===== config.mk =====
export PLATFORM = sky130hd
export DESIGN_NAME = sbeq_lane
export DESIGN_NICKNAME = d
export VERILOG_FILES = /design/src/rtl/sbeq_pkg.sv /design/src/rtl/sbeq_lane.sv
export SDC_FILE = /design/constraint.sdc
export NUM_CORES = 2
export LEC_CHECK = 0
export BUFFER_PORTS_ARGS = -buffer_cell sky130_fd_sc_hd__buf_2
export CAP_MARGIN = 25
export CORE_MARGIN = 2
export CORE_UTILIZATION = 48
export CTS_CLUSTER_DIAMETER = 150
export DETAILED_ROUTE_END_ITERATION = 8
export GPL_ROUTABILITY_DRIVEN = 0
export PLACE_DENSITY = 0.77
export SLEW_MARGIN = 20
export SYNTH_ARGS = -nofsm -noshare
export SYNTH_HDL_FRONTEND = slang
export SYNTH_SLANG_ARGS = --single-unit

===== constraint.sdc =====
create_clock -name clk -period 16.35 [get_ports clk]
set_input_delay 3.27 -clock clk [delete_from_list [all_inputs] [get_ports clk]]
set_output_delay 3.27 -clock clk [all_outputs]
set_load 0.005 [all_outputs]

===== src/rtl/sbeq_pkg.sv =====
// shared types, constants and arithmetic helpers for the stereo equalizer
// no dependencies; used by every module of the block
package sbeq_pkg;

  // band count and signal format
  localparam int BAND_COUNT = 3;
  localparam int SIG_W      = 32;
  localparam int COEF_W     = 32;
  localparam int COEF_FRAC  = 28;
  localparam int PCM_W      = 16;
  localparam int PCM_FRAC   = 8;

  // multiplier and accumulator widths
  localparam int PROD_W = SIG_W + COEF_W;
  localparam int TERM_W = PROD_W - COEF_FRAC;
  localparam int ACC_W  = TERM_W + 3;

  localparam int BAND_W = (BAND_COUNT > 1) ? $clog2(BAND_COUNT) : 1;

  // configuration port
  localparam int CFG_DATA_W = 2 * COEF_W;
  localparam int REG_COUNT  = 2 * BAND_COUNT + 1;
  localparam int CFG_IDX_W  = $clog2(REG_COUNT);
  localparam logic [CFG_IDX_W-1:0] REG_ENABLE = CFG_IDX_W'(2 * BAND_COUNT);

  typedef logic signed [SIG_W-1:0]  sig_t;
  typedef logic signed [COEF_W-1:0] coef_w_t;
  typedef logic signed [ACC_W-1:0]  acc_t;
  typedef logic signed [PCM_W-1:0]  pcm_t;

  localparam coef_w_t COEF_ONE = coef_w_t'(64'sd1 <<< COEF_FRAC);

  // coefficients of one band, b1 shared with a1
  typedef struct packed {
    coef_w_t b0;
    coef_w_t a1;
    coef_w_t b2;
    coef_w_t a2;
  } coef_t;

  typedef coef_t [BAND_COUNT-1:0] coef_bank_t;

  // status word from a lane to the merge stage
  typedef struct packed {
    logic done;
    sig_t y;
  } lane_res_t;

  localparam sig_t SIG_MAX = {1'b0, {(SIG_W-1){1'b1}}};
  localparam sig_t SIG_MIN = {1'b1, {(SIG_W-1){1'b0}}};

  localparam pcm_t PCM_MAX = {1'b0, {(PCM_W-1){1'b1}}};
  localparam pcm_t PCM_MIN = {1'b1, {(PCM_W-1){1'b0}}};

  // clip limits in the signal format
  localparam sig_t Y_HI      = sig_t'(((64'sd1 <<< (PCM_W-1)) - 1) <<< PCM_FRAC);
  localparam sig_t Y_LO      = sig_t'(-(64'sd1 <<< (PCM_W-1)) <<< PCM_FRAC);
  localparam sig_t PCM_ROUND = sig_t'((64'sd1 <<< PCM_FRAC) - 1);

  // saturate the accumulator to the signal width
  function automatic sig_t sat_sig(acc_t a);
    logic [ACC_W-SIG_W:0] upper;
    upper = a[ACC_W-1:SIG_W-1];
    if ((&upper) || !(|upper)) begin
      return a[SIG_W-1:0];
    end else if (a[ACC_W-1]) begin
      return SIG_MIN;
    end else begin
      return SIG_MAX;
    end
  endfunction

  // clip to pcm and drop the fraction toward zero
  function automatic pcm_t to_pcm(sig_t y);
    sig_t adj;
    sig_t q;
    adj = y[SIG_W-1] ? y + PCM_ROUND : y;
    q   = adj >>> PCM_FRAC;
    if (y > Y_HI) begin
      return PCM_MAX;
    end else if (y < Y_LO) begin
      return PCM_MIN;
    end else begin
      return q[PCM_W-1:0];
    end
  endfunction

endpackage


===== src/rtl/sbeq_lane.sv =====
// one channel lane: cascade of biquad bands on a single shared multiplier
// depends on sbeq_pkg
module sbeq_lane (
  input  logic                clk,
  input  logic                rst,
  input  logic                start,
  input  sbeq_pkg::pcm_t      sample,
  input  sbeq_pkg::coef_bank_t coefs,
  input  logic                take,
  output sbeq_pkg::lane_res_t res
);
  import sbeq_pkg::*;

  typedef enum logic [2:0] {S_IDLE, S_MUL, S_ACC, S_SAT, S_DONE} state_t;
  typedef enum logic [2:0] {TAP_B0, TAP_X1, TAP_X2, TAP_Y1, TAP_Y2} tap_t;

  state_t              state;
  tap_t                tap;
  logic [BAND_W-1:0]   band;
  sig_t                x_cur;
  sig_t                y_res;
  logic signed [PROD_W-1:0] prod;
  acc_t                acc;

  // per band history of this channel
  sig_t hx1 [BAND_COUNT];
  sig_t hx2 [BAND_COUNT];
  sig_t hy1 [BAND_COUNT];
  sig_t hy2 [BAND_COUNT];

  coef_t                    c;
  coef_w_t                  mc;
  sig_t                     mv;
  logic signed [PROD_W-1:0] prod_next;
  logic signed [TERM_W-1:0] term;
  acc_t                     acc_next;
  sig_t                     y_sat;

  // operand select for the current tap
  always_comb begin
    c = coefs[band];
    case (tap)
      TAP_B0:  begin mc = c.b0; mv = x_cur;     end
      TAP_X1:  begin mc = c.a1; mv = hx1[band]; end
      TAP_X2:  begin mc = c.b2; mv = hx2[band]; end
      TAP_Y1:  begin mc = c.a1; mv = hy1[band]; end
      TAP_Y2:  begin mc = c.a2; mv = hy2[band]; end
      default: begin mc = c.b0; mv = x_cur;     end
    endcase
    prod_next = PROD_W'(mc) * PROD_W'(mv);
  end

  // floor of the product into signal format, feedback taps subtract
  always_comb begin
    term = $signed(prod[PROD_W-1:COEF_FRAC]);
    if (tap == TAP_Y1 || tap == TAP_Y2) begin
      acc_next = acc - ACC_W'(term);
    end else begin
      acc_next = acc + ACC_W'(term);
    end
    y_sat = sat_sig(acc);
  end

  // sequencer: multiply, accumulate, then saturate and shift history
  always_ff @(posedge clk) begin
    if (rst) begin
      state <= S_IDLE;
      tap   <= TAP_B0;
      band  <= '0;
      for (int b = 0; b < BAND_COUNT; b++) begin
        hx1[b] <= '0;
        hx2[b] <= '0;
        hy1[b] <= '0;
        hy2[b] <= '0;
      end
    end else begin
      case (state)
        S_IDLE: begin
          if (start) begin
            x_cur <= SIG_W'(sample) <<< PCM_FRAC;
            band  <= '0;
            tap   <= TAP_B0;
            acc   <= '0;
            state <= S_MUL;
          end
        end
        S_MUL: begin
          prod  <= prod_next;
          state <= S_ACC;
        end
        S_ACC: begin
          acc <= acc_next;
          case (tap)
            TAP_B0:  begin tap <= TAP_X1; state <= S_MUL; end
            TAP_X1:  begin tap <= TAP_X2; state <= S_MUL; end
            TAP_X2:  begin tap <= TAP_Y1; state <= S_MUL; end
            TAP_Y1:  begin tap <= TAP_Y2; state <= S_MUL; end
            default: begin tap <= TAP_B0; state <= S_SAT; end
          endcase
        end
        S_SAT: begin
          hx2[band] <= hx1[band];
          hx1[band] <= x_cur;
          hy2[band] <= hy1[band];
          hy1[band] <= y_sat;
          x_cur     <= y_sat;
          if (band == BAND_W'(BAND_COUNT - 1)) begin
            y_res <= y_sat;
            state <= S_DONE;
          end else begin
            band  <= band + BAND_W'(1);
            tap   <= TAP_B0;
            acc   <= '0;
            state <= S_MUL;
          end
        end
        S_DONE: begin
          if (take) begin
            state <= S_IDLE;
          end
        end
        default: state <= S_IDLE;
      endcase
    end
  end

  assign res.done = (state == S_DONE);
  assign res.y    = y_res;

endmodule


[Word level (Yosys, flattened, before mapping)]
Memories as Yosys holds them, arrays and structs flattened. A register that Yosys moved wholly into a read port is not among the register bits.
Cells that the tools add are included.
Cells by class
  $add $sub $neg: 3
  multipliers: 1
  order comparisons: 1
  equal/unequal tests: 12
  mux-type cells: 49
  bitwise logic cells: 1
  reductions and logical operators: 22
Operators by type and width (number)
  $bmux 128 s2: 1
  $mux 32: 7
  $mux 128: 1
  $pmux 32 s4: 1
  $reduce_or 32->1: 4
  $mux 39: 3
  $pmux 39 s3: 1
  $pmux 32 s3: 1
  $mul 32x32->64: 1
  $pmux 32 s2: 1
  $add 39x36->39: 1
  $sub 39x36->39: 1
  $mux 2: 15
  $mux 3: 5
  $pmux 3 s5: 1
  $eq 3x2->1 const B: 4
  $pmux 3 s4: 1
  $reduce_and 3->1: 4
  $mux 1: 9
  $pmux 3 s3: 1
  $reduce_and 8->1: 1
  $reduce_or 8->1: 1
  $eq 3x1->1 const B: 2
  $eq 3x3->1 const B: 2
  other kinds (15): 20
Storage, ports and cells
  bits in registers: 175
  memory bits (writable): 384
  input bits: 404
  output and inout bits: 33
  logic and storage cells: 100
  memories: 4
Memory list
  hx1: depth 3, bits a word 32, read ports 1, clocked after Yosys merged registers in 1, write ports 3, RTL line sbeq_lane.sv:26  | sig_t hx1 [BAND_COUNT];
  hx2: depth 3, bits a word 32, read ports 1, clocked after Yosys merged registers in 1, write ports 3, RTL line sbeq_lane.sv:27  | sig_t hx2 [BAND_COUNT];
  hy1: depth 3, bits a word 32, read ports 1, clocked after Yosys merged registers in 1, write ports 3, RTL line sbeq_lane.sv:28  | sig_t hy1 [BAND_COUNT];
  hy2: depth 3, bits a word 32, read ports 1, clocked after Yosys merged registers in 1, write ports 3, RTL line sbeq_lane.sv:29  | sig_t hy2 [BAND_COUNT];

[Depth between registers and ports, before layout]
  depth after elaboration: 6
  gate-level depth with buffers: 40
  mapped depth without buffers: 34

[Worst setup path before layout]
OpenSTA, ideal clock, no wires.
  kind: input -> register
  start: in coefs[159] (netlist name)
  end: reg prod[60], data pin
  library setup time: 258 ps
  data arrival time: 11270 ps
  data required time: 16092 ps
  slack: 4821 ps
  cell stages on the path: 34
  path buffers: 2
  cells stage by stage: a22oi_1 -> o21ai_0 -> a21oi_1 -> o211ai_1 -> o21a_1 -> clkbuf_1 -> nand2_1 -> inv_1 -> fa_1 -> inv_1 -> fa_1 -> fa_1 -> inv_1 -> fa_1 -> inv_1 -> fa_1 -> inv_1 -> fa_1 -> inv_1 -> fa_1 -> inv_1 -> fa_1 -> ha_1 -> clkbuf_1 -> a21o_1 -> a21oi_1 -> nor2b_1 -> a311o_1 -> a21oi_1 -> o21ai_0 -> a22oi_1 -> a21boi_0 -> o21bai_1 -> xnor2_1
Between the ends
  longest elaborated chain between the ends: 4
Ends and longest elaborated chain
  start: declaration: RTL line sbeq_lane.sv:8  | input sbeq_pkg::coef_bank_t coefs,
  $bmux 128 s2: RTL line sbeq_lane.sv:41  | c = coefs[band];
  $mux 128 (not written as such): RTL line sbeq_lane.sv:41
  $pmux 32 s3: RTL line sbeq_lane.sv:42  | case (tap)
  $mul 32x32->64: RTL line sbeq_lane.sv:50  | prod_next = PROD_W'(mc) * PROD_W'(mv);
  net prod_next[60]: RTL line sbeq_lane.sv:34  | logic signed [PROD_W-1:0] prod_next;
  end signal: assignment: RTL line sbeq_lane.sv:88  | prod <= prod_next;
  end: declaration: RTL line sbeq_lane.sv:22  | logic signed [PROD_W-1:0] prod;
The timed path passes the listed nets, and every way through them passes these cells. The select of a mux whose other input is x is not followed.
A chain may end at the register's enable or synchronous reset.

[Final worst setup path]
Ends and elaborated chain as after synthesis.

==> impl_metrics.ini <==
[status]
status = completed

[worst_setup_path]
crit_family = adder cells
start_kind = input pin
crit_arrival_ns = 12.94
cp_max_fo = 24
cp_slowest_cell = fa_1
crit_path_max_incr_delay_ns = 0.88
worstPathRequired_ns = 16.71
end_kind = register
cpMostUsedCell = fa_1
critPathKind = input pin to register
path_buf_inv = 7

[sta]
period_share_pct = 76.9
slew_violations = 0
finalCriticalPeriod_ns = 12.58
worstMarginPinSlew_ns = 1.15
fmax_mhz = 79.5
rsz0062_at_grt = false
hold_violations = 0
hold_ws_ns = 0.565
max_slew_margin_pct = 23.0
fin_skew_ns = 0.0243
setup_tns_ns = 0
setup_violations = 0

[place]
dp_cells = 8635
dp_hpwl_mm = 163
port_buffers = 436

[layout]
drive_gt1_share_pct = 13.0
fillers = 12058
syn2layout_area_growth_pct = 8.87
seqCellArea_sq_mm = 0.0198
multi_input_area_sq_mm = 0.0440
num-nets-final = 8505
fin_util_pct = 52.6
final_cells = 8752

[global_routing]
grt_pass1_wl_mm = 329
antenna_found_initial = 11
grtUsageTotal_pct = 29.9
grt_max_degree = 233
overflow = 0
grt_pass1_vias = 53969

[floorplan]
start_util_pct = 48.3
chipWidth_um = 384
row_count = 139
core_sq_mm = 0.143
die_h_um = 384
die_area_sq_mm = 0.147
io_pins = 437

[detailed_routing]
drt_iter0_drc = 6391
via_count = 52739
ant_nets = 0
routedWlPerCell_um = 25.3
remaining_drc_errors = 0
via_per_inst = 6.03
wirelength_mm = 221
drtPass1Iterations = 8

[logic_synthesis]
synthFlopType = edfxtp_1
synth.ff_latch_count = 661
syn_nets = 8277
synth_common_cells = 1,082 x fa_1, 1,079 x inv_1, 654 x nand2_1
synthCells = 6568
postSynth.asyncResetShare_pct = 0
netlist_area_sq_mm = 0.0693
synth_top_area_share_pct = 31.3
synth.distinct_cells = 80
syn-mean-instance-area_sq_um = 10.5
yosys_warnings = 0
synth_most_common_cell = fa_1
synth_edf_count = 651
synth-seq-area-share_pct = 28.5
synth_area_leaders = fa_1 31%, edfxtp_1 28%, inv_1 5.8%
yosysTopAreaCell = fa_1

[cts]
clock-sinks = 661
post_cts_buffers = 0
cts_hold_buf = 0
cts_root_buf = clkbuf_16
htree_levels = 2
clock_path_buffers = 3
insertion_delay_ns = 0.63
cts_tree = done
numCtsBuffers = 58
cts_resized = 0
clk_pin_slew_worst_paths_ns = 0.07

[run]
max_cap_violations = 0

[min_path]
hp-class = register to register
-- worst reg2reg max path: cells and delay by family, from the launching register on --
kind / cells / cell delay [ns]
flops: 1 / 0.81
compound gates: 7 / 2.79
buf+inv: 9 / 2.15
simple gates: 6 / 1.50
xor+xnor: 1 / 0.18
fa+ha+maj: 9 / 4.41
-- layer usage --
metal	up-vias	wire [um]	global-route usage, %
li1	21863	-	-
met1	26324	75100	37.1
met2	3754	101000	47.1
met3	784	30500	8.95
met4	14	15000	16.2
met5	-	80	0
-- sequential cells by signal, indices dropped and copies added (netlist names), named ones only --
name / flops
acc: 39
band: 2
hx1: 128
hx2: 128
hy1: 128
hy2: 128
prod: 36
state: 3
tap: 3
x_cur: 32
y_res: 32
-- placed cells by master, fill, tap and decap left out, types with 86 or more instances in the layout --
cell type and instances:
a21oi_1 188, and3_1 337, buf_2 437, buf_4 130, edfxtp_1 651, fa_1 1082, ha_1 220, inv_1 1078
mux2i_1 114, mux4_2 125, nand2_1 654, nand2b_1 86, nor2_1 625, o21ai_0 147
-- cell type report --
cell class,instances,area share (%)
clock inverter,32,0.348
inverter,1080,5.38
clock buffer,74,2.07
multi-input combinational,4419,58.4
sequential,661,26.2
antenna,7,0.0232
tap,1903,3.16
timing repair buffer,576,4.43
-- logic make-up (layout without fill, tap and decap cells) --
kind of cell / after synthesis / count (layout) / synth area share, %
xor gates and xnor gates: 110 / 110 / 1.39
DFF: 661 / 661 / 28.5
and+or+nand+nor: 1966 / 1966 / 13.1
muxes: 266 / 266 / 6.15
buffers and inverters: 1488 / 1762 / 8.24
other: 0 / 7 / 0
adders and majority gates: 1305 / 1305 / 35.3
AOI/OAI and AO/OA: 772 / 772 / 7.36
-- path summary, 6_finish.rpt --
kind,start,end,slack [ns],cells past startpoint
worst max-delay path,coefs[159],prod[60],3.77,32
worst min-delay path,x_cur[3],hx1[3][3],0.56,0
worst max register to register,tap[2],prod[57],4.25,32
worst min register to register,x_cur[3],hx1[3][3],0.56,0
-- stage by stage --
| stage | setup WS (ns) | cell area (sq um) |
|---|---|---|
| after floorplan | 4.82 | 69300 |
| after CTS | 3.84 | 75300 |
| after global placement | 3.44 | 73400 |
| final | 3.77 | 75400 |
| after detailed placement | 3.23 | 73500 |
| after global routing | 3.32 | 75400 |
Power is left out: the tool's default activity adds up to more than one toggle a clock period on the data nets, which glitch-free logic cannot reach.
