[config.mk]
export PLATFORM = sky130hd
export DESIGN_NAME = sbeq_merge
export DESIGN_NICKNAME = d
export VERILOG_FILES = /design/src/rtl/sbeq_pkg.sv /design/src/rtl/sbeq_merge.sv
export SDC_FILE = /design/constraint.sdc
export NUM_CORES = 1
export LEC_CHECK = 0
export BUFFER_PORTS_ARGS = -buffer_cell sky130_fd_sc_hd__buf_4
export CORE_MARGIN = 10
export CORE_UTILIZATION = 48
export DETAILED_ROUTE_END_ITERATION = 8
export HOLD_SLACK_MARGIN = 0.03
export PLACE_DENSITY_LB_ADDON = 0.3
export SKIP_LAST_GASP = 1
export SLEW_MARGIN = 5
export SYNTH_ARGS = -nofsm -noshare
export SYNTH_HDL_FRONTEND = slang
export SYNTH_SLANG_ARGS = --single-unit
export TNS_END_PERCENT = 5
[constraint.sdc]
create_clock -name clk -period 3.6 [get_ports clk]
set_input_delay 0.54 -clock clk [delete_from_list [all_inputs] [get_ports clk]]
set_output_delay 0.54 -clock clk [all_outputs]
set_load 0.005 [all_outputs]
[src/rtl/sbeq_pkg.sv]
// shared types, constants and arithmetic helpers for the stereo equalizer
// no dependencies; used by every module of the block
package sbeq_pkg;

  // band count and signal format
  localparam int BAND_COUNT = 3;
  localparam int SIG_W      = 32;
  localparam int COEF_W     = 32;
  localparam int COEF_FRAC  = 28;
  localparam int PCM_W      = 16;
  localparam int PCM_FRAC   = 8;

  // multiplier and accumulator widths
  localparam int PROD_W = SIG_W + COEF_W;
  localparam int TERM_W = PROD_W - COEF_FRAC;
  localparam int ACC_W  = TERM_W + 3;

  localparam int BAND_W = (BAND_COUNT > 1) ? $clog2(BAND_COUNT) : 1;

  // configuration port
  localparam int CFG_DATA_W = 2 * COEF_W;
  localparam int REG_COUNT  = 2 * BAND_COUNT + 1;
  localparam int CFG_IDX_W  = $clog2(REG_COUNT);
  localparam logic [CFG_IDX_W-1:0] REG_ENABLE = CFG_IDX_W'(2 * BAND_COUNT);

  typedef logic signed [SIG_W-1:0]  sig_t;
  typedef logic signed [COEF_W-1:0] coef_w_t;
  typedef logic signed [ACC_W-1:0]  acc_t;
  typedef logic signed [PCM_W-1:0]  pcm_t;

  localparam coef_w_t COEF_ONE = coef_w_t'(64'sd1 <<< COEF_FRAC);

  // coefficients of one band, b1 shared with a1
  typedef struct packed {
    coef_w_t b0;
    coef_w_t a1;
    coef_w_t b2;
    coef_w_t a2;
  } coef_t;

  typedef coef_t [BAND_COUNT-1:0] coef_bank_t;

  // status word from a lane to the merge stage
  typedef struct packed {
    logic done;
    sig_t y;
  } lane_res_t;

  localparam sig_t SIG_MAX = {1'b0, {(SIG_W-1){1'b1}}};
  localparam sig_t SIG_MIN = {1'b1, {(SIG_W-1){1'b0}}};

  localparam pcm_t PCM_MAX = {1'b0, {(PCM_W-1){1'b1}}};
  localparam pcm_t PCM_MIN = {1'b1, {(PCM_W-1){1'b0}}};

  // clip limits in the signal format
  localparam sig_t Y_HI      = sig_t'(((64'sd1 <<< (PCM_W-1)) - 1) <<< PCM_FRAC);
  localparam sig_t Y_LO      = sig_t'(-(64'sd1 <<< (PCM_W-1)) <<< PCM_FRAC);
  localparam sig_t PCM_ROUND = sig_t'((64'sd1 <<< PCM_FRAC) - 1);

  // saturate the accumulator to the signal width
  function automatic sig_t sat_sig(acc_t a);
    logic [ACC_W-SIG_W:0] upper;
    upper = a[ACC_W-1:SIG_W-1];
    if ((&upper) || !(|upper)) begin
      return a[SIG_W-1:0];
    end else if (a[ACC_W-1]) begin
      return SIG_MIN;
    end else begin
      return SIG_MAX;
    end
  endfunction

  // clip to pcm and drop the fraction toward zero
  function automatic pcm_t to_pcm(sig_t y);
    sig_t adj;
    sig_t q;
    adj = y[SIG_W-1] ? y + PCM_ROUND : y;
    q   = adj >>> PCM_FRAC;
    if (y > Y_HI) begin
      return PCM_MAX;
    end else if (y < Y_LO) begin
      return PCM_MIN;
    end else begin
      return q[PCM_W-1:0];
    end
  endfunction

endpackage

[src/rtl/sbeq_merge.sv]
// merge stage: joins both lanes, clips to pcm, selects bypass, output register
// depends on sbeq_pkg
module sbeq_merge (
  input  logic                clk,
  input  logic                rst,
  input  logic                start,
  input  logic                enable,
  input  sbeq_pkg::pcm_t      left_raw,
  input  sbeq_pkg::pcm_t      right_raw,
  input  sbeq_pkg::lane_res_t lane_l,
  input  sbeq_pkg::lane_res_t lane_r,
  output logic                take,
  output logic                busy,
  output logic                out_valid,
  input  logic                out_ready,
  output sbeq_pkg::pcm_t      left_out,
  output sbeq_pkg::pcm_t      right_out
);
  import sbeq_pkg::*;

  logic pending;
  logic bypass;
  pcm_t raw_l;
  pcm_t raw_r;
  logic load;

  // result ready and output register free
  assign load = pending && (bypass || (lane_l.done && lane_r.done))
                && (!out_valid || out_ready);
  assign take = load && !bypass;
  assign busy = pending;

  always_ff @(posedge clk) begin
    if (rst) begin
      pending   <= 1'b0;
      out_valid <= 1'b0;
    end else begin
      // capture the raw word and mode at accept
      if (start) begin
        pending <= 1'b1;
        bypass  <= !enable;
        raw_l   <= left_raw;
        raw_r   <= right_raw;
      end
      // hand the finished word to the output register
      if (load) begin
        pending   <= 1'b0;
        out_valid <= 1'b1;
        left_out  <= bypass ? raw_l : to_pcm(lane_l.y);
        right_out <= bypass ? raw_r : to_pcm(lane_r.y);
      end else if (out_valid && out_ready) begin
        out_valid <= 1'b0;
      end
    end
  end

endmodule

---- Word level (Yosys, flattened, before mapping) ----
Index checks and enable logic that the tools add are counted.
storage, ports and cells
  flip-flop bits (word level) ............. 67
  input bits .............................. 103
  logic and storage cells ................. 38
operators by class
  add/subtract/negate cells ............... 2
  magnitude comparators ................... 4
  muxes and demuxes ....................... 10
  bitwise operators ....................... 1
  reductions and logical operators ........ 14
operator list
  cell                                                                    number
  16-bit 2-to-1 mux                                                       6
  32-bit by 24-bit > comparator with 1-bit output, second input constant  2
  32-bit by 24-bit < comparator with 1-bit output, second input constant  2
  24-bit by 9-bit adder with 24-bit output, second input constant         2
  24-bit 2-to-1 mux                                                       2
  1-bit logical AND                                                       5
  2-bit AND reduction                                                     2
  1-bit logical NOT                                                       3
  1-bit logical OR                                                        2
  1-bit 2-to-1 mux                                                        2
  2-bit nonzero test                                                      1
  2-bit OR reduction                                                      1
  1-bit NOT                                                               1

---- Logic depth before layout (Yosys ltp) ----
Gate-level depths: netlist (run 1).
  word-level depth ........................ 5
  depth in mapped cells ................... 7

---- Worst setup path before layout (run 1) ----
OpenSTA, ideal clock, no wires.
  kind .................................... input -> register
  start ................................... input lane_l[32] (netlist name)
  end ..................................... register left_out[0] (enable)
  library setup time ...................... 0.421 ns
  arrival ................................. 2.129 ns
  data required time ...................... 3.179 ns
  setup slack ............................. 1.049 ns
  stages .................................. 4
  buffers on the path ..................... 0
  cells stage by stage .................... nand2_1 -> nand2_1 -> nand3_1 -> nor2_1
on the way
  word-level cells in the longest chain between the ends .. 5
RTL lines
  item                           line              RTL
  from (decl)                    sbeq_merge.sv:10  input sbeq_pkg::lane_res_t lane_l,
  1-bit logical AND              sbeq_merge.sv:28  assign load = pending && (bypass || (lane_l.done && lane_r.done))
  1-bit logical OR               sbeq_merge.sv:28
  1-bit logical AND              sbeq_merge.sv:28
  1-bit logical AND              sbeq_merge.sv:29  && (!out_valid || out_ready);
  2-bit AND reduction (no line)  n/a
  to (signal assigned)           sbeq_merge.sv:49  left_out <= bypass ? raw_l : to_pcm(lane_l.y);
  to (decl)                      sbeq_merge.sv:16  output sbeq_pkg::pcm_t left_out,
Every way passes these cells.
A chain may end at the register's enable or synchronous reset.

---- Worst setup path in the final report (run 1) ----
  start ................................... register bypass
  end ..................................... register left_out[1] (enable)
on the way
  word-level cells in the longest chain between the ends .. 4
RTL lines
  item                           line              RTL
  from (decl)                    sbeq_merge.sv:22  logic bypass;
  from (signal assigned)         sbeq_merge.sv:41  bypass <= !enable;
  1-bit logical OR               sbeq_merge.sv:28
  1-bit logical AND              sbeq_merge.sv:28
  1-bit logical AND              sbeq_merge.sv:29
  2-bit AND reduction (no line)  n/a
Every way passes these cells.

==> impl_metrics.toml, run 1 <==
[status]
outcome = "completed"

[floorplan]
die_x_um = 104.2
row_count = 30
core-area_mm2 = 0.006832
initial_core_util_pct = 49.78
ioPinCount = 138
dieArea_mm2 = 0.01085
die_h_um = 104.2

[synthesis]
synth_xor_area_share_pct = 3.091
synth_seq_area_share_pct = 58.57
post_synth.cell_area_avg_um2 = 11.89
synth_fa_ha_area_share_pct = 0
synth-edff-count = 65
muxShareOfSynthArea_pct = 0.8830
syn-num-nets = 389
yosys.area.top_type = "edfxtp_1"
synthArstFlopShare_pct = 0
yosys.area.top_type_share_pct = 57.40
synth_area_leaders = "edfxtp_1 57%, a2bb2oi_1 6.2%, nand3_1 2.8%"
syn_area_mm2 = 0.003401
synthSimpleGateAreaFrac_pct = 16.52
synthFlopType = "edfxtp_1"
synth_cell_types = 52
synth_warnings = 0
synth_compound_area_share_pct = 17.95
synth_top_family_by_area = "compound AO/OA/AOI/OAI gates"
netlist_instances = 286
synth-seq-cells = 67

[placed_design]
place.gp.congestion = 0.8494
portBuffers = 137
dp_cells = 513
dpl.hpwl_um = 7337
place_area_mm2 = 0.004542

[worst_setup_path]
critPathLaunchType = "flip-flop"
cp.arrival_ns = 2.25
cp_cell_sequence = "clkinv_1, nand2_1, nand3_1, nor2_4"
crit_type = "reg2reg"
r2r-start = "bypass"
r2r_slack_ns = 1.29
r2r_end = "left_out[1]"
crit_family = "simple AND/OR/NAND/NOR gates"
crit_slowest_cell = "nor2_4"
endpoint = "left_out[1]"
reg2reg_depth = 4
crit_required_ns = 3.55
cp.depth = 4
crit_path_max_incr_delay_ns = 0.76
crit_start = "bypass"
end_kind = "flip-flop"
critPathMaxFanout = 32
cp_num_buf_inv = 1

[global_route]
gr-usage-met1_pct = 20.79
grt_first_pass_wirelength_um = 15670
grt_usage_pct = 17.65
global_route.usage.met3_pct = 4.833
grt_pass1_vias = 3100
grt_start_max_net_pins = 34
grt.busiest_layer = "met2"
grtUsageMet2_pct = 30.27
overflow = 0
grt_antenna_before_repair = 0

[layout]
final_common_cell = "buf_4"
nets = 531
diodes = 0
finalNonFillerCells = 529
syn_to_final_growth_pct = 39.62
fin_util_pct = 69.51
fillCellCount = 536
drive_gt1_share_pct = 38.57
final_cell_mix = "141 x buf_4, 65 x edfxtp_1, 24 x a2bb2oi_1, 24 x nand2_1, 19 x nand3_1"
fin_area_mm2 = 0.004748

[clocking]
htreeDepth = 3
hold_buffers = 0
cts_root_buffer = "clkbuf_8"
cts_buffers = 9
tritoncts = "yes"
cts.sinks = 67
ctsResizeCount = 0
cts_setup_buffers = 0
path_clk_slew_ns = 0.07
clkLatencyLatePin_ns = 0.33
clk_path_buf_depth = 2

[drt]
post-route-drc-count = 0
dr.pass1.iters = 4
avgRoutedWirePerCell_um = 18.28
vias = 2993
viasPerCell = 5.658
final_antenna_net_count = 0
first_iter_violations = 130
finalWirelength_um = 9670

[power]
ir_drop_mv = 0.2369
power.density_mw_per_mm2 = 387.8
p_leak_nw = 1.851
finalPower_mw = 1.841

[job]
cap_violations = 0

[sta]
hold_viol_final = 0
final.min_clock_period_ns = 2.307
tns_ns = 0
setup_violations = 0
fmax_mhz = 433.5
worstMarginPinSlew_ns = 0.9815
grt_setup_unrepaired = "no"
max_slew_margin_pct = 34.43
finClkSkew_ns = 0.008310
min_period_over_period_pct = 64.08
maxSlewViolCount = 0

[hold_path]
whs_path_depth = 1
hold_path.startpoint = "right_raw[4]"
hold_path_class = "in2reg"
[cells in the mapped netlist (all sizes together) (3+ instances only)]
master / count
edfxtp: 65
a2bb2oi: 25
nand2: 24
nand3: 19
nand4: 13
inv: 12
o21ai: 12
nor2: 11
nor4: 11
a21oi: 9
nor3: 9
o21a: 8
xnor2: 6
xor2: 6
a32oi: 5
buf: 5
clkbuf: 5
a211oi: 3
and2: 3
and3: 3
mux2i: 3
or3: 3
or4: 3
[through the flow]
step | setup WS, ns | hold WS (ns)
CTS | 1.229 | 0.3689
detailed placement | 0.9856 | 0.4918
global placement | 1.076 | 0.4885
global route | 1.091 | 0.3621
floorplan | 1.049 | 0.4675
finish | 1.293 | 0.3824
[worst min-delay path by stage]
stage	endpoint	slack, ns
floorplan	out_valid	0.47
global placement	out_valid	0.49
detailed placement	out_valid	0.49
CTS	raw_r[6]	0.37
global route	raw_r[6]	0.36
finish	raw_r[4]	0.38
[area by class of cell]
cell class | instances | area [um2] | share of cell area [%]
inverters | 13 | 48.80 | 1.028
multi-input cells | 196 | 1323 | 27.85
repair buffers | 141 | 1059 | 22.29
clock buffers | 9 | 123.9 | 2.609
clock inverters | 7 | 82.58 | 1.739
well taps | 96 | 120.1 | 2.530
flip-flops and latches | 67 | 1992 | 41.95
[kinds of logic after synthesis]
logic type | Yosys count
muxes | 3
AOI/OAI and AO/OA | 77
xor gates and xnor gates | 12
DFF | 67
and+or+nand+nor | 104
buffers and inverters | 23
[flip-flops by register name, summed over array words and instances (netlist names)]
register	cells
left_out	16
raw_l	16
out_valid	1
busy	1
bypass	1
right_out	16
raw_r	16
[power by group]
group | switching [mW] | internal [mW] | leakage, nW
Clock | 0.268 | 0.381 | 0.0994
Sequential | 0.0155 | 0.906 | 0.615
Combinational | 0.125 | 0.146 | 1.14
[per-layer routing]
metal	vias to the layer above	routed length (um)
li1	1429	-
met4	0	141
met5	-	0
met3	14	668
met2	128	4943
met1	1422	3917
Note: power is estimated with default switching activity, not from simulation.
==> run 2, diff against run 1 <==
==> constraint.sdc (replaced) <==
create_clock -name clk -period 2.3 [get_ports clk]
set_input_delay 0.345 -clock clk [delete_from_list [all_inputs] [get_ports clk]]
set_output_delay 0.345 -clock clk [all_outputs]
set_load 0.005 [all_outputs]
==> run 2 against run 1 <==
Effect of this change: clock skew is 0.0032 ns lower; core utilization increased by 0.44 points; first-iteration DRC count fell by 41%; routed wire length decreased by 0.41%; fmax rose by 31%; die area did not move; clock power rose by 29%; non-clock buffer count rose by 8; via count is 1.1% lower; worst setup slack worse by 0.75 ns; sequential power grew 56%; cell area increased by 0.63%; critical path type unchanged; critical endpoint is now right_out[12]; highest routed layer unchanged.
==> impl_metrics.toml, run 2 (same netlist as run 1, synthesis figures left out) <==
[layout]
final_common_cell = "buf_4"
diodes = 0
fin_area_mm2 = 0.004778
nets = 539
fillCellCount = 521
syn_to_final_growth_pct = 40.51
drive_gt1_share_pct = 39.91
finalNonFillerCells = 537
final_cell_mix = "148 x buf_4, 65 x edfxtp_1, 24 x a2bb2oi_1, 24 x nand2_1, 19 x nand3_1"

[sta]
tns_ns = 0
grt_setup_unrepaired = "no"
fmax_mhz = 567.9
maxSlewViolCount = 0
finClkSkew_ns = 0.005145
hold_viol_final = 0
hold_slack_ns = 0.1819
min_period_over_period_pct = 76.55
max_slew_margin_pct = 54.83
worstMarginPinSlew_ns = 0.6605
final.min_clock_period_ns = 1.761
setup_violations = 0

[clocking]
hold_buffers = 0
tritoncts = "yes"
cts.sinks = 67
cts_buffers = 9
htreeDepth = 3
clkLatencyLatePin_ns = 0.33
clk_path_buf_depth = 2
ctsResizeCount = 0
cts_setup_buffers = 0
cts_root_buffer = "clkbuf_8"
path_clk_slew_ns = 0.07

[placed_design]
dp_cells = 521
dpl.hpwl_um = 7554
place.gp.congestion = 0.8498
place_area_mm2 = 0.004614
portBuffers = 137

[floorplan]
die_x_um = 104.2
dieArea_mm2 = 0.01085
initial_core_util_pct = 49.78
core-area_mm2 = 0.006832
ioPinCount = 138
die_h_um = 104.2
row_count = 30

[worst_setup_path]
r2r-start = "bypass"
crit_type = "reg2reg"
r2r_slack_ns = 0.54
r2r_end = "right_out[12]"
critPathMaxFanout = 16
cp.arrival_ns = 1.81
end_kind = "flip-flop"
critPathLaunchType = "flip-flop"
crit_required_ns = 2.35
reg2reg_depth = 5

[global_route]
grt_antenna_before_repair = 0
grt_usage_pct = 17.03
overflow = 0
grt_first_pass_wirelength_um = 14880
grt_start_max_net_pins = 33
grt_pass1_vias = 3009

[drt]
dr.pass1.iters = 5
avgRoutedWirePerCell_um = 17.93
first_iter_violations = 77
viasPerCell = 5.514
finalWirelength_um = 9630
final_antenna_net_count = 0
post-route-drc-count = 0
vias = 2961

[job]
cap_violations = 0

[hold_path]
hold_path.startpoint = "left_raw[10]"
whs_endpoint = "raw_l[10]"
whs_path_depth = 1
hold_path_class = "in2reg"

[power]
power.density_mw_per_mm2 = 567.3
ir_drop_mv = 0.3653
p_leak_nw = 1.883

[status]
outcome = "completed"
==> run 2: cell count changes in the layout (fill, tap and decap cells not counted), sizes merged <==
cell | previous run | this run
clkinv | 5 | 4
buf | 141 | 149
clkbuf | 9 | 13
bufinv | 2 | 0
clkinvlp | 1 | 0
==> run 2: layout make-up <==
type | count | area [um2] | share of cell area (%)
clock buffer | 13 | 148.9 | 3.116
multi-input combinational | 196 | 1323 | 27.68
timing repair buffer | 149 | 1131 | 23.67
sequential | 67 | 1992 | 41.69
tap | 96 | 120.1 | 2.514
clock inverter | 3 | 15.01 | 0.3142
inverter | 13 | 48.80 | 1.021
==> run 2: worst max-delay path by stage <==
stage              start            end  slack (ns)  cells after the start
2_1_floorplan        rst         bypass        0.03                      1
3_3_place_gp   lane_l[9]   left_out[13]        0.32                      7
3_5_place_dp   lane_l[9]   left_out[13]        0.25                      7
4_1_cts           bypass  right_out[12]        0.54                      5
5_1_grt           bypass  right_out[12]        0.42                      5
6_report          bypass  right_out[12]        0.54                      5
==> run 2: metal layers <==
metal  track usage, %  vias up  share of wire, %
met4            6.461        0               1.5
met2            29.28      122                50
met3            4.151       11               6.0
met1            19.97     1395                42
met5                0        -                 0
li1                 -     1433                 -
==> run 2: metrics by stage <==
stage / power [mW] / utilization [%] / worst slack (ns)
after CTS: 2.738 / 69.95 / 0.5417
after detailed placement: 1.901 / 67.55 / 0.2459
after global placement: 1.888 / 67.55 / 0.3162
final: 2.711 / 69.95 / 0.5392
after floorplan: 1.643 / - / 0.03112
after global routing: 2.824 / 69.95 / 0.4166
==> run 2: critical path, cell delays in order, from the launching register on <==
cell and delay, ns:
edfxtp_1 0.39, clkinv_1 0.10, buf_4 0.20, nand3_1 0.17, o22ai_4 0.46, a32oi_1 0.17
==> run 2: power by group <==
part | internal [mW] | leakage (nW) | total, mW | switching, mW
logic | 0.238 | 1.18 | 0.438 | 0.199
registers | 1.42 | 0.615 | 1.44 | 0.0184
clock network | 0.417 | 0.0872 | 0.837 | 0.421
==> run 3, diff against run 2 <==
--- a/config.mk
+++ b/config.mk
@@ -7,7 +7,7 @@
 export LEC_CHECK = 0
 export BUFFER_PORTS_ARGS = -buffer_cell sky130_fd_sc_hd__buf_4
 export CORE_MARGIN = 10
-export CORE_UTILIZATION = 48
+export CORE_UTILIZATION = 44
 export DETAILED_ROUTE_END_ITERATION = 8
 export HOLD_SLACK_MARGIN = 0.03
 export PLACE_DENSITY_LB_ADDON = 0.3
==> constraint.sdc (replaced) <==
create_clock -name clk -period 1.4 [get_ports clk]
set_input_delay 0.21 -clock clk [delete_from_list [all_inputs] [get_ports clk]]
set_output_delay 0.21 -clock clk [all_outputs]
set_load 0.005 [all_outputs]
==> run 3 against run 2 <==
Effect of this change: global-route usage grew 1.1 points; clock power up 60%; highest routed layer unchanged; critical path depth shrank 1; first-iteration DRC count up 58%; largest cell class unchanged; the flow now finishes with violations (setup timing).
==> impl_metrics.toml, run 3 (same netlist as run 1, synthesis figures left out) <==
[worst_setup_path]
cp_cell_sequence = "buf_4, o22ai_4, buf_12, a2bb2oi_1"
critPathMaxFanout = 10
crit_type = "reg2reg"
crit_slowest_cell = "edfxtp_1"
crit_required_ns = 1.49
cp.arrival_ns = 1.56
end_kind = "flip-flop"
crit_path_max_incr_delay_ns = 0.44
critPathLaunchType = "flip-flop"

[layout]
final_common_cell = "buf_4"
fin_util_pct = 72.97
syn_to_final_growth_pct = 58.13
fillCellCount = 546
drive_gt1_share_pct = 49.21
seqCellArea_mm2 = 0.001992
final_cell_mix = "210 x buf_4, 65 x edfxtp_1, 24 x a2bb2oi_1"
nets = 604
diodes = 0
finalNonFillerCells = 605
multi_input_comb_area_mm2 = 0.001401
fin_area_mm2 = 0.005378

[clocking]
clk_path_buf_depth = 2
path_clk_slew_ns = 0.07
tritoncts = "yes"
clkLatencyLatePin_ns = 0.34
htreeDepth = 3
cts_buffers = 9
cts_root_buffer = "clkbuf_8"
cts.sinks = 67

[global_route]
grt_pass1_vias = 3538
grt_start_max_net_pins = 33
grt_usage_pct = 18.15
grt_antenna_before_repair = 0
grt_first_pass_wirelength_um = 16920
overflow = 0

[power]
p_leak_nw = 2.203
p_sw_share_pct = 24.82
finalPower_mw = 4.585
power_frac_seq_pct = 51.5
p_clk_share_pct = 29.2
ir_drop_mv = 0.6104
power.density_mw_per_mm2 = 852.6
power.switching_mw = 1.138
p_int_mw = 3.447
p_comb_share_pct = 19.3

[drt]
viasPerCell = 5.413
dr.pass1.iters = 4
final_antenna_net_count = 0
post-route-drc-count = 0
vias = 3275
first_iter_violations = 122
avgRoutedWirePerCell_um = 17.79
finalWirelength_um = 10760

[sta]
final.min_clock_period_ns = 1.470
fin_ws_ns = -0.07038
min_period_over_period_pct = 105.0
finClkSkew_ns = 0.006826
maxSlewViolCount = 0
fmax_mhz = 680.1
max_slew_margin_pct = 73.12
grt_setup_unrepaired = "yes"
worstMarginPinSlew_ns = 0.3989
hold_viol_final = 0
setup_violations = 16

[hold_path]
hold_path_class = "in2reg"

[placed_design]
dp_cells = 585
place.gp.congestion = 0.8576
dpl.hpwl_um = 8508
place_area_mm2 = 0.005164
dp_slack_ns = -0.3791
portBuffers = 137

[job]
cap_violations = 0

[status]
outcome = "complete, but fails checks"
failed_checks = "setup timing"

[floorplan]
ioPinCount = 138
row_count = 31
initial_core_util_pct = 46.15
die_h_um = 107.9
dieArea_mm2 = 0.01165
core-area_mm2 = 0.007370
die_x_um = 107.9
## run 3: changes by cell type in the layout (fill, tap and decap cells not counted), moves of 2 or more
cell | previous run | this run
buf_12 | 1 | 3
buf_4 | 148 | 210
clkbuf_1 | 3 | 0
clkinv_1 | 1 | 4
clkinv_2 | 3 | 1
clkinvlp_4 | 0 | 2
nand3_1 | 19 | 17
nor4_1 | 9 | 7
nor4_4 | 0 | 2
o21ai_0 | 9 | 6
o21ai_1 | 3 | 6
or4_1 | 3 | 1
or4_4 | 0 | 2
## run 3: timing repair
item / CTS / global route
setup buffers: 3 / 1
endpoints found under the setup margin: 15 / 64
hold buffers: 0 / 0
pin swaps: 1 / 0
cloned: 0 / 0
gates resized for setup: 4 / 2
## run 3: through the flow
stage	hold WS (ns)	TNS, ns
floorplan	0.2791	-13.54
global placement	0.3884	-8.665
detailed placement	0.3895	-9.743
CTS	0.03409	-0.5659
global route	0.03489	-3.835
finish	0.04460	-0.7536
## run 3: metal layers
| metal | global-route usage (%) | part of all wire [%] |
|---|---|---|
| met5 | 0 | 0 |
| met4 | 6.489 | 1.8 |
| met3 | 6.108 | 8.5 |
| met2 | 31.66 | 51 |
| met1 | 20.14 | 39 |
## run 3: layout make-up
class / instances / area share, %
Clock buffer: 9 / 2.303
Clock inverter: 7 / 0.6515
Inverter: 13 / 1.000
Multi-Input combinational cell: 196 / 26.06
Sequential cell: 67 / 37.04
Tap cell: 99 / 2.303
Timing Repair Buffer: 214 / 30.64
## run 3: worst paths after layout
check / startpoint / to / slack, ns / depth (start not counted)
worst min register to register: busy / out_valid / 0.54 / 2
worst max register to register: bypass / right_out[3] / -0.07 / 4
worst min-delay path: right_raw[0] / raw_r[0] / 0.04 / 1
worst max-delay path: bypass / right_out[3] / -0.07 / 4
## run 3: power groups by stage
stage / Clock (mW) / Sequential [mW] / Combinational, mW
final: 1.34 / 2.36 / 0.885
after global routing: 1.44 / 2.37 / 0.961
after CTS: 1.36 / 2.36 / 0.881
after detailed placement: 0 / 2.41 / 0.866
after global placement: 0 / 2.40 / 0.838
after floorplan: 0 / 2.40 / 0.312
## run 3: critical path, delay by kind of cell, from the launching register on
| kind | cells | cell delay, ns |
|---|---|---|
| flops | 1 | 0.44 |
| buf+inv | 2 | 0.40 |
| compound gates | 2 | 0.38 |
